<file path="config.mk">
export PLATFORM = sky130hd
export DESIGN_NAME = tick_count_to_calendar_date
export DESIGN_NICKNAME = d
export VERILOG_FILES = /design/src/hw/rtl/tcd_pkg.sv /design/src/hw/rtl/tick_count_to_calendar_date.sv /design/src/hw/rtl/tcd_serial_div.sv /design/src/hw/rtl/tcd_calendar_walk.sv
export SDC_FILE = /design/constraint.sdc
export NUM_CORES = 1
export LEC_CHECK = 0
export ABC_AREA = 1
export CAP_MARGIN = 25
export CORE_UTILIZATION = 40
export CTS_CLUSTER_SIZE = 25
export DETAILED_ROUTE_END_ITERATION = 12
export DONT_BUFFER_PORTS = 1
export PLACE_DENSITY = 0.54
export RECOVER_POWER = 50
export SYNTH_ARGS = -nofsm -noshare
export SYNTH_HDL_FRONTEND = slang
export SYNTH_SLANG_ARGS = --single-unit
</file>
<file path="constraint.sdc">
create_clock -name clock -period 17.12 [get_ports clock]
set_input_delay 2.568 -clock clock [delete_from_list [all_inputs] [get_ports clock]]
set_output_delay 2.568 -clock clock [all_outputs]
set_load 0.02 [all_outputs]
</file>
<file path="src/hw/rtl/tcd_pkg.sv">
// Shared constants, types and the month length table for the tick count to
// calendar date block. No dependencies.
`timescale 1ns / 1ps
`default_nettype none

package tcd_pkg;

   // Field widths
   localparam int TICK_W   = 64;
   localparam int CSR_W    = 32;
   localparam int DAYS_W   = 48;
   localparam int YEAR_O_W = 14;
   localparam int MONTH_W  = 4;
   localparam int DAY_W    = 5;
   localparam int HOUR_W   = 5;
   localparam int MIN_W    = 6;
   localparam int SEC_W    = 6;
   localparam int RSP_W    = YEAR_O_W + MONTH_W + DAY_W + HOUR_W + MIN_W + SEC_W;

   // Calendar constants
   localparam int MAX_YEAR      = 9999;
   localparam int EPOCH_YEAR    = 1970;
   localparam int SECS_PER_MIN  = 60;
   localparam int MINS_PER_HOUR = 60;
   localparam int HOURS_PER_DAY = 24;
   localparam int YEAR_W = ($clog2(MAX_YEAR + 2) > YEAR_O_W) ?
                           $clog2(MAX_YEAR + 2) : YEAR_O_W;

   localparam logic [CSR_W-1:0] RESET_FREQ = 32'd10000000;

   // Register map: the index is the word address bit
   localparam logic REG_TICK_FREQUENCY = 1'b0;
   localparam logic REG_EPOCH_OFFSET   = 1'b1;

   localparam logic [MONTH_W-1:0] MONTH_JAN = 4'd1;
   localparam logic [MONTH_W-1:0] MONTH_FEB = 4'd2;
   localparam logic [MONTH_W-1:0] MONTH_DEC = 4'd12;

   typedef struct packed {
      logic done;
      logic overflow;
   } walk_status_type;

   // Days in a month, February extended in leap years
   function automatic logic [DAY_W-1:0] month_days(input logic [MONTH_W-1:0] month,
                                                   input logic leap);
      logic [DAY_W-1:0] len;
      unique case (month)
         4'd2:                      len = leap ? 5'd29 : 5'd28;
         4'd4, 4'd6, 4'd9, 4'd11:   len = 5'd30;
         default:                   len = 5'd31;
      endcase
      return len;
   endfunction

endpackage

`default_nettype wire

</file>
<file path="src/hw/rtl/tick_count_to_calendar_date.sv">
// Top level of the tick count to calendar date converter: register port,
// sequencer, output register. Depends on tcd_pkg, tcd_serial_div and
// tcd_calendar_walk.
//
// Usage
//   req_*  : one transfer carries a 64-bit timer tick count in req_tdata.
//   rsp_*  : one transfer per request carries the calendar date in rsp_tdata
//            and the year overflow flag in rsp_tuser.
//   csr_*  : APB-style port, tick_frequency at 0x0, epoch_offset at 0x4.
//            Write registers only while no request is in flight.
// Sequence
//   Four passes of the shared bit-serial divider (ticks / frequency, then
//   / 60, / 60, / 24) are followed by the calendar walk, which steps one
//   year at a time from 1970 and then one month at a time.
// Throughput
//   One request at a time; req_tready is high while the sequencer is idle.
//   A finished result waits in the output register, so the next request is
//   accepted while the receiver stalls; its result waits until that register
//   is free.
// Reset
//   Synchronous, active high: registers return to their defaults, the
//   sequencer goes idle and any held result is dropped.
`timescale 1ns / 1ps
`default_nettype none

module tick_count_to_calendar_date
   import tcd_pkg::*;
(
   input  wire logic              clock,
   input  wire logic              reset,
   // request: tick_count [63:0]
   input  wire logic              req_tvalid,
   output logic                   req_tready,
   input  wire logic [TICK_W-1:0] req_tdata,
   // result: year [13:0], month [17:14], day [22:18], hour [27:23],
   //         minute [33:28], second [39:34]
   output logic                   rsp_tvalid,
   input  wire logic              rsp_tready,
   output logic [RSP_W-1:0]       rsp_tdata,
   // result: year_overflow [0]
   output logic                   rsp_tuser,
   // register port
   input  wire logic              csr_psel,
   input  wire logic              csr_penable,
   input  wire logic              csr_pwrite,
   input  wire logic [2:0]        csr_paddr,
   input  wire logic [CSR_W-1:0]  csr_pwdata,
   output logic [CSR_W-1:0]       csr_prdata,
   output logic                   csr_pready
);

   typedef enum logic [2:0] {
      S_IDLE,
      S_DIV_TICK,
      S_DIV_SEC,
      S_DIV_MIN,
      S_DIV_HOUR,
      S_WALK,
      S_FINISH
   } seq_state_type;

   localparam logic [YEAR_O_W-1:0] SAT_YEAR = YEAR_O_W'(MAX_YEAR);

   // Configuration registers
   logic [CSR_W-1:0] freq_ff;
   logic [CSR_W-1:0] epoch_ff;
   logic             csr_write;

   // Sequencer
   seq_state_type     state_ff;
   logic              div_start_ff;
   logic              walk_start_ff;
   logic [TICK_W-1:0] operand_ff;
   logic [CSR_W-1:0]  divisor_ff;
   logic [SEC_W-1:0]  second_ff;
   logic [MIN_W-1:0]  minute_ff;
   logic [HOUR_W-1:0] hour_ff;

   // Output register
   logic              rsp_valid_ff;
   logic [RSP_W-1:0]  rsp_data_ff;
   logic              rsp_user_ff;

   // Divider and walk connections
   logic              div_done;
   logic [TICK_W-1:0] div_quo;
   logic [CSR_W-1:0]  div_rem;
   walk_status_type   walk_status;
   logic [YEAR_W-1:0] walk_year;
   logic [MONTH_W-1:0] walk_month;
   logic [DAY_W-1:0]  walk_day;

   logic [TICK_W:0]   sum_wide;
   logic [TICK_W-1:0] unix_secs;
   logic              rsp_free;

   // ---------------------------------------------------------------
   // Register port: write on the access cycle, reads are combinational
   // ---------------------------------------------------------------
   assign csr_write  = csr_psel && csr_penable && csr_pwrite && csr_pready;
   assign csr_pready = 1'b1;
   assign csr_prdata = (csr_paddr[2] == REG_EPOCH_OFFSET) ? epoch_ff : freq_ff;

   always_ff @(posedge clock) begin
      if (reset) begin
         freq_ff  <= RESET_FREQ;
         epoch_ff <= '0;
      end else if (csr_write) begin
         unique case (csr_paddr[2])
            REG_TICK_FREQUENCY: freq_ff  <= csr_pwdata;
            REG_EPOCH_OFFSET:   epoch_ff <= csr_pwdata;
            default:            freq_ff  <= freq_ff;
         endcase
      end
   end

   // ---------------------------------------------------------------
   // Shared serial divider and calendar walk
   // ---------------------------------------------------------------
   tcd_serial_div u_div (
      .clock     (clock),
      .reset     (reset),
      .start     (div_start_ff),
      .dividend  (operand_ff),
      .divisor   (divisor_ff),
      .done      (div_done),
      .quotient  (div_quo),
      .remainder (div_rem)
   );

   tcd_calendar_walk u_walk (
      .clock  (clock),
      .reset  (reset),
      .start  (walk_start_ff),
      .days   (operand_ff[DAYS_W-1:0]),
      .status (walk_status),
      .year   (walk_year),
      .month  (walk_month),
      .day    (walk_day)
   );

   // Elapsed seconds plus epoch offset, held at all ones on carry out
   always_comb begin
      sum_wide  = {1'b0, div_quo} + {{(TICK_W-CSR_W+1){1'b0}}, epoch_ff};
      unix_secs = sum_wide[TICK_W] ? '1 : sum_wide[TICK_W-1:0];
   end

   assign req_tready = (state_ff == S_IDLE);
   assign rsp_free   = !rsp_valid_ff || rsp_tready;

   // ---------------------------------------------------------------
   // Sequencer: divide ticks, split seconds, minutes and hours, walk
   // ---------------------------------------------------------------
   always_ff @(posedge clock) begin
      if (reset) begin
         state_ff      <= S_IDLE;
         div_start_ff  <= 1'b0;
         walk_start_ff <= 1'b0;
         rsp_valid_ff  <= 1'b0;
      end else begin
         div_start_ff  <= 1'b0;
         walk_start_ff <= 1'b0;
         // load a finished result, else drop the one just taken
         if ((state_ff == S_FINISH) && rsp_free) begin
            rsp_valid_ff <= 1'b1;
         end else if (rsp_tready) begin
            rsp_valid_ff <= 1'b0;
         end
         unique case (state_ff)
            S_IDLE: begin
               if (req_tvalid) begin
                  // a zero frequency divides by one
                  operand_ff   <= req_tdata;
                  divisor_ff   <= (freq_ff == '0) ? CSR_W'(1) : freq_ff;
                  div_start_ff <= 1'b1;
                  state_ff     <= S_DIV_TICK;
               end
            end
            S_DIV_TICK: begin
               if (div_done) begin
                  operand_ff   <= unix_secs;
                  divisor_ff   <= CSR_W'(SECS_PER_MIN);
                  div_start_ff <= 1'b1;
                  state_ff     <= S_DIV_SEC;
               end
            end
            S_DIV_SEC: begin
               if (div_done) begin
                  second_ff    <= div_rem[SEC_W-1:0];
                  operand_ff   <= div_quo;
                  divisor_ff   <= CSR_W'(MINS_PER_HOUR);
                  div_start_ff <= 1'b1;
                  state_ff     <= S_DIV_MIN;
               end
            end
            S_DIV_MIN: begin
               if (div_done) begin
                  minute_ff    <= div_rem[MIN_W-1:0];
                  operand_ff   <= div_quo;
                  divisor_ff   <= CSR_W'(HOURS_PER_DAY);
                  div_start_ff <= 1'b1;
                  state_ff     <= S_DIV_HOUR;
               end
            end
            S_DIV_HOUR: begin
               if (div_done) begin
                  // whole days stay in the operand register for the walk
                  hour_ff       <= div_rem[HOUR_W-1:0];
                  operand_ff    <= div_quo;
                  walk_start_ff <= 1'b1;
                  state_ff      <= S_WALK;
               end
            end
            S_WALK: begin
               if (walk_status.done) begin
                  state_ff <= S_FINISH;
               end
            end
            S_FINISH: begin
               // hold until the output register is free
               if (rsp_free) begin
                  state_ff <= S_IDLE;
               end
            end
            default: state_ff <= S_IDLE;
         endcase
      end
   end

   // Result payload, saturated past the last year
   always_ff @(posedge clock) begin
      if ((state_ff == S_FINISH) && rsp_free) begin
         if (walk_status.overflow) begin
            rsp_data_ff <= {6'd59, 6'd59, 5'd23, 5'd31, MONTH_DEC, SAT_YEAR};
         end else begin
            rsp_data_ff <= {second_ff, minute_ff, hour_ff, walk_day, walk_month,
                            walk_year[YEAR_O_W-1:0]};
         end
         rsp_user_ff <= walk_status.overflow;
      end
   end

   assign rsp_tvalid = rsp_valid_ff;
   assign rsp_tdata  = rsp_data_ff;
   assign rsp_tuser  = rsp_user_ff;

   // ---------------------------------------------------------------
   // Assertions
   // ---------------------------------------------------------------
   a_div_done_in_div: assert property (@(posedge clock) disable iff (reset)
      div_done |-> (state_ff == S_DIV_TICK) || (state_ff == S_DIV_SEC) ||
                   (state_ff == S_DIV_MIN) || (state_ff == S_DIV_HOUR))
      else $error("divider finished outside a divide step");

   a_walk_done_in_walk: assert property (@(posedge clock) disable iff (reset)
      walk_status.done |-> (state_ff == S_WALK))
      else $error("calendar walk finished outside the walk step");

   a_month_range: assert property (@(posedge clock) disable iff (reset)
      rsp_tvalid |-> (rsp_tdata[17:14] >= MONTH_JAN) && (rsp_tdata[17:14] <= MONTH_DEC))
      else $error("result month out of range");

   a_overflow_saturates: assert property (@(posedge clock) disable iff (reset)
      (rsp_tvalid && rsp_tuser) |-> (rsp_tdata[YEAR_O_W-1:0] == SAT_YEAR))
      else $error("overflow result without saturated year");

   a_accept_starts_div: assert property (@(posedge clock) disable iff (reset)
      (req_tvalid && req_tready) |=> div_start_ff && (state_ff == S_DIV_TICK))
      else $error("accepted request did not start the divider");

endmodule

`default_nettype wire

</file>
<file path="src/hw/rtl/tcd_serial_div.sv">
// Bit-serial restoring divider: one quotient bit per cycle.
// Depends on tcd_pkg for the operand widths.
`timescale 1ns / 1ps
`default_nettype none

module tcd_serial_div
   import tcd_pkg::*;
(
   input  wire logic              clock,
   input  wire logic              reset,
   input  wire logic              start,
   input  wire logic [TICK_W-1:0] dividend,
   input  wire logic [CSR_W-1:0]  divisor,
   output logic                   done,
   output logic [TICK_W-1:0]      quotient,
   output logic [CSR_W-1:0]       remainder
);

   localparam int CNT_W = $clog2(TICK_W);

   logic              busy_ff, busy_in;
   logic              done_ff, done_in;
   logic [CNT_W-1:0]  cnt_ff, cnt_in;
   logic [TICK_W-1:0] quo_ff, quo_in;
   logic [CSR_W-1:0]  rem_ff, rem_in;
   logic [CSR_W-1:0]  dsr_ff, dsr_in;
   logic [CSR_W:0]    trial;
   logic              fits;

   always_comb begin
      trial   = {rem_ff, quo_ff[TICK_W-1]};
      fits    = trial >= {1'b0, dsr_ff};
      busy_in = busy_ff;
      done_in = 1'b0;
      cnt_in  = cnt_ff;
      quo_in  = quo_ff;
      rem_in  = rem_ff;
      dsr_in  = dsr_ff;
      if (start) begin
         busy_in = 1'b1;
         cnt_in  = '0;
         quo_in  = dividend;
         rem_in  = '0;
         dsr_in  = divisor;
      end else if (busy_ff) begin
         // shift in the next dividend bit, subtract where it fits
         quo_in = {quo_ff[TICK_W-2:0], fits};
         rem_in = fits ? CSR_W'(trial - {1'b0, dsr_ff}) : trial[CSR_W-1:0];
         cnt_in = cnt_ff + 1'b1;
         if (cnt_ff == CNT_W'(TICK_W - 1)) begin
            busy_in = 1'b0;
            done_in = 1'b1;
         end
      end
   end

   always_ff @(posedge clock) begin
      if (reset) begin
         busy_ff <= 1'b0;
         done_ff <= 1'b0;
         cnt_ff  <= '0;
      end else begin
         busy_ff <= busy_in;
         done_ff <= done_in;
         cnt_ff  <= cnt_in;
      end
      quo_ff <= quo_in;
      rem_ff <= rem_in;
      dsr_ff <= dsr_in;
   end

   assign done      = done_ff;
   assign quotient  = quo_ff;
   assign remainder = rem_ff;

endmodule

`default_nettype wire

</file>
<file path="src/hw/rtl/tcd_calendar_walk.sv">
// Year and month walk: one year or one month per cycle from the epoch year.
// Depends on tcd_pkg for the calendar constants and the month table.
`timescale 1ns / 1ps
`default_nettype none

module tcd_calendar_walk
   import tcd_pkg::*;
(
   input  wire logic               clock,
   input  wire logic               reset,
   input  wire logic               start,
   input  wire logic [DAYS_W-1:0]  days,
   output walk_status_type         status,
   output logic [YEAR_W-1:0]       year,
   output logic [MONTH_W-1:0]      month,
   output logic [DAY_W-1:0]        day
);

   typedef enum logic [1:0] {
      W_IDLE,
      W_YEAR,
      W_MONTH
   } walk_state_type;

   localparam logic [1:0] M4_INIT   = 2'(EPOCH_YEAR % 4);
   localparam logic [6:0] M100_INIT = 7'(EPOCH_YEAR % 100);
   localparam logic [8:0] M400_INIT = 9'(EPOCH_YEAR % 400);

   walk_state_type     state_ff;
   logic [DAYS_W-1:0]  days_ff;
   logic [YEAR_W-1:0]  year_ff;
   logic [MONTH_W-1:0] month_ff;
   logic [1:0]         m4_ff;
   logic [6:0]         m100_ff;
   logic [8:0]         m400_ff;
   logic               done_ff;
   logic               over_ff;

   logic               leap;
   logic [8:0]         year_len;
   logic [DAY_W-1:0]   mon_len;
   logic [8:0]         days_short;

   always_comb begin
      leap       = ((m4_ff == 2'd0) && (m100_ff != 7'd0)) || (m400_ff == 9'd0);
      year_len   = leap ? 9'd366 : 9'd365;
      mon_len    = month_days(month_ff, leap);
      days_short = days_ff[8:0];
   end

   always_ff @(posedge clock) begin
      if (reset) begin
         state_ff <= W_IDLE;
         done_ff  <= 1'b0;
      end else begin
         done_ff <= 1'b0;
         unique case (state_ff)
            W_IDLE: begin
               if (start) begin
                  state_ff <= W_YEAR;
                  days_ff  <= days;
                  year_ff  <= YEAR_W'(EPOCH_YEAR);
                  month_ff <= MONTH_JAN;
                  m4_ff    <= M4_INIT;
                  m100_ff  <= M100_INIT;
                  m400_ff  <= M400_INIT;
                  over_ff  <= 1'b0;
               end
            end
            W_YEAR: begin
               if (year_ff > YEAR_W'(MAX_YEAR)) begin
                  over_ff  <= 1'b1;
                  done_ff  <= 1'b1;
                  state_ff <= W_IDLE;
               end else if (days_ff < {{(DAYS_W-9){1'b0}}, year_len}) begin
                  state_ff <= W_MONTH;
               end else begin
                  // drop one whole year and advance the leap counters
                  days_ff <= days_ff - {{(DAYS_W-9){1'b0}}, year_len};
                  year_ff <= year_ff + 1'b1;
                  m4_ff   <= m4_ff + 1'b1;
                  m100_ff <= (m100_ff == 7'd99) ? 7'd0 : m100_ff + 1'b1;
                  m400_ff <= (m400_ff == 9'd399) ? 9'd0 : m400_ff + 1'b1;
               end
            end
            W_MONTH: begin
               if ((month_ff != MONTH_DEC) && (days_short >= {4'd0, mon_len})) begin
                  days_ff  <= days_ff - {{(DAYS_W-DAY_W){1'b0}}, mon_len};
                  month_ff <= month_ff + 1'b1;
               end else begin
                  done_ff  <= 1'b1;
                  state_ff <= W_IDLE;
               end
            end
            default: state_ff <= W_IDLE;
         endcase
      end
   end

   assign status.done     = done_ff;
   assign status.overflow = over_ff;
   assign year            = year_ff;
   assign month           = month_ff;
   assign day             = DAY_W'(days_short + 9'd1);

endmodule

`default_nettype wire
</file>
==> metrics.txt <==
leakage 12.60 nW; Switching Fraction 41.95%; clk slew on worst S/H paths 0.06 ns; Sink Count 448; die area 70630 um^2; Clock Latency Late Sink 0.63 ns; Seq cells post-synth 448; Highest Clock Rate 148.7 MHz; most frequent cells in the layout 848 x nand2_1, 514 x inv_1, 462 x nor2_1; TritonCTS clock tree yes; DRT Wirelength 92250 um; endpoints failing hold 0; Slew Viols, Final 535; CTS buffer count 51; first-pass GRT wire length 140600 um; I/O Buffers 0; path depth of the worst reg2reg path 5; P_sw 2.032 mW; Compound-Gate Fraction of Synth Area 13.15%; DRC Markers 0; vias in the first global route 23572; Core Region 68710 um^2; Worst Path Required 17.66 ns; Worst setup SP type register; global route overflow 0; Synth Area in XOR/XNOR 1.416%; antenna viol nets, final 0; clock buffer depth 3; clk root buf clkbuf_16; outcome finished with violations; Worst Tran Pin Value 4.465 ns; power share of the combinational group 38.5%; minimum clock period 6.723 ns; Mean Syn Cell Area 7.430 um^2; Yosys cell types 61; Hold Path Stages 0; Tcrit/Tclk final 39.27%; DR vias/cell 5.313; HP Class register to register; GR Util All Layers 25.89%; htree depth 2; FILL cells 7250; Initial Util 40.50%; YS warnings 0; max_cap viols 10; failing checks capacitance limit, slew limit; Adder-Cell Fraction of Synth Area 3.948%; cts repair resizes 0; Layout Nets 3898; largest net degree at the start of global routing 95; worst clock skew 0.03563 ns; arrival time of the worst setup path 7.27 ns; Synth Net Count 3937; power per cell area 159.5 nW/um^2; Die Width 265.8 um; VDD IR max 0.08738 mV; largest family of logic cells by synthesized area simple AND/OR/NAND/NOR gates; Post-Syn Instances 3745; Clock Power Share 22.8%; gp weighted congestion 0.9840; register area 12320 um^2; Rows 96; total number of vias 24859; hold_ws 0.4107 ns; mux contribution to synthesized area 0%; number of diodes 0; crit-path max FO 67; Setup Buffers After CTS 0; TritonRoute pass-1 iters 6; io pins 182; unrepaired setup endpoints after global routing no; die height 265.8 um; Area Overhead vs Synth 9.141%; CP Class register to register; final setup violating endpoints 0; initial antenna violation count 2; most common cell after layout, fill and taps aside nand2_1; post-synthesis sequential area ratio 44.28%; Post-Syn Area 27830 um^2; total negative setup slack 0 ns; simple-gate share of the synthesized area 28.25%; layout cells sized above 1 4.509%; Pint 2.812 mW; hold_buf cts 0; Rel. slew slack -197.7%; area taken by multi-input logic gates 13060 um^2; DR WL/cell 19.72 um; Detailed Place HPWL 69470 um; Worst Setup End Kind register; Reg power frac 38.7%; 1st-iter DRT viols 2118
## metrics by stage
step / power (mW) / util (%) / setup slack, ns / cell area, um^2 / instances
2_1_floorplan: 3.114 / - / 3.530 / 27830 / 3745
3_3_place_gp: 3.710 / 41.78 / 11.34 / 28700 / 4580
3_5_place_dp: 3.727 / 41.86 / 11.34 / 28760 / 4583
4_1_cts: 4.846 / 44.31 / 11.34 / 30440 / 4678
5_1_grt: 5.179 / 44.20 / 9.770 / 30370 / 4679
6_report: 4.845 / 44.20 / 10.40 / 30370 / 4679
## cell families (layout without fill, tap and decap cells)
| group | Yosys count | in the layout |
|---|---|---|
| adders and majority gates | 86 | 86 |
| DFF | 448 | 448 |
| xor gates and xnor gates | 45 | 45 |
| buffers and inverters | 643 | 646 |
| AOI/OAI and AO/OA | 685 | 685 |
| other | 1 | 1 |
| and+or+nand+nor | 1837 | 1837 |
## layer usage
metal / track usage [%] / vias up / routed length (um)
li1: - / 12360 / -
met1: 34.63 / 11577 / 40520
met2: 43.10 / 773 / 43210
met3: 3.013 / 145 / 5276
met4: 9.242 / 4 / 3229
met5: 0 / - / 18
## path summary, 6_finish.rpt
check                 startpoint          endpoint  slack, ns
hold / removal    divisor_ff[29]  u_div.dsr_ff[29]       0.41
setup reg to reg    div_start_ff     u_div.busy_ff      10.40
hold reg to reg   divisor_ff[29]  u_div.dsr_ff[29]       0.41
setup / recovery    div_start_ff     u_div.busy_ff      10.40
## flip-flops by register name (all words and copies together) (netlist names), 5 cells and up
name             cells
operand_ff          64
u_div.quotient      64
u_walk.days_ff      48
rsp_tdata           40
divisor_ff          32
epoch_ff            32
freq_ff             32
u_div.dsr_ff        32
u_div.remainder     32
u_walk.year         14
u_walk.m400_ff       9
u_walk.m100_ff       7
minute_ff            6
second_ff            6
u_div.cnt_ff         6
hour_ff              5
## power groups by stage
stage	Clock, mW	Sequential (mW)	Combinational (mW)
floorplan	0	1.78	1.34
global placement	0	1.88	1.83
detailed placement	0	1.88	1.85
CTS	1.13	1.86	1.86
global route	1.17	1.90	2.10
finish	1.11	1.87	1.87
## synth_stat cells (all sizes together)
cell	instances	area (um^2)
a21boi	5	37.54
nor2	475	1827
o311ai	1	8.760
nand3b	14	108.9
a31o	1	8.760
o211ai	5	37.54
a211oi	2	15.01
edfxtp	335	10060
conb	1	3.750
dfxtp	113	2262
nand2	856	3243
a21o	10	75.07
o21a	4	30.03
a211o	1	8.760
a221oi	1	8.760
buf	31	190.2
clkinv	3	11.26
o31ai	4	30.03
and2	2	12.51
or2	30	187.7
fa	3	60.06
xnor2	10	87.58
a2111oi	3	26.28
a21oi	212	1069
inv	523	1963
nor4	17	133.9
o21ai	380	1909
ha	83	1039
clkbuf	86	322.8
and3	5	31.28
nand3	322	1634
o22a	1	8.760
o221ai	1	8.760
nand4	59	369.1
nor3b	1	7.510
nor3	56	306.5
o21bai	29	221.5
xor2	35	306.5
a31oi	25	156.4
## worst max-delay path: stages, from the launching register on
cell and delay, ns:
dfxtp_1 1.79, nor2_1 0.26, clkinvlp_2 0.59, clkbuf_1 3.16, o311ai_0 0.65, inv_1 0.17
## layout make-up
class                   instances  share of cell area (%)
clock buffers                  74                   4.787
clock inverters                21                  0.7498
well taps                     931                   3.836
multi-input cells            2654                   43.01
repair buffers                 25                  0.5356
flip-flops and latches        448                   40.57
inverters                     526                   6.505
No activity file was read; power rests on OpenSTA's default activity.
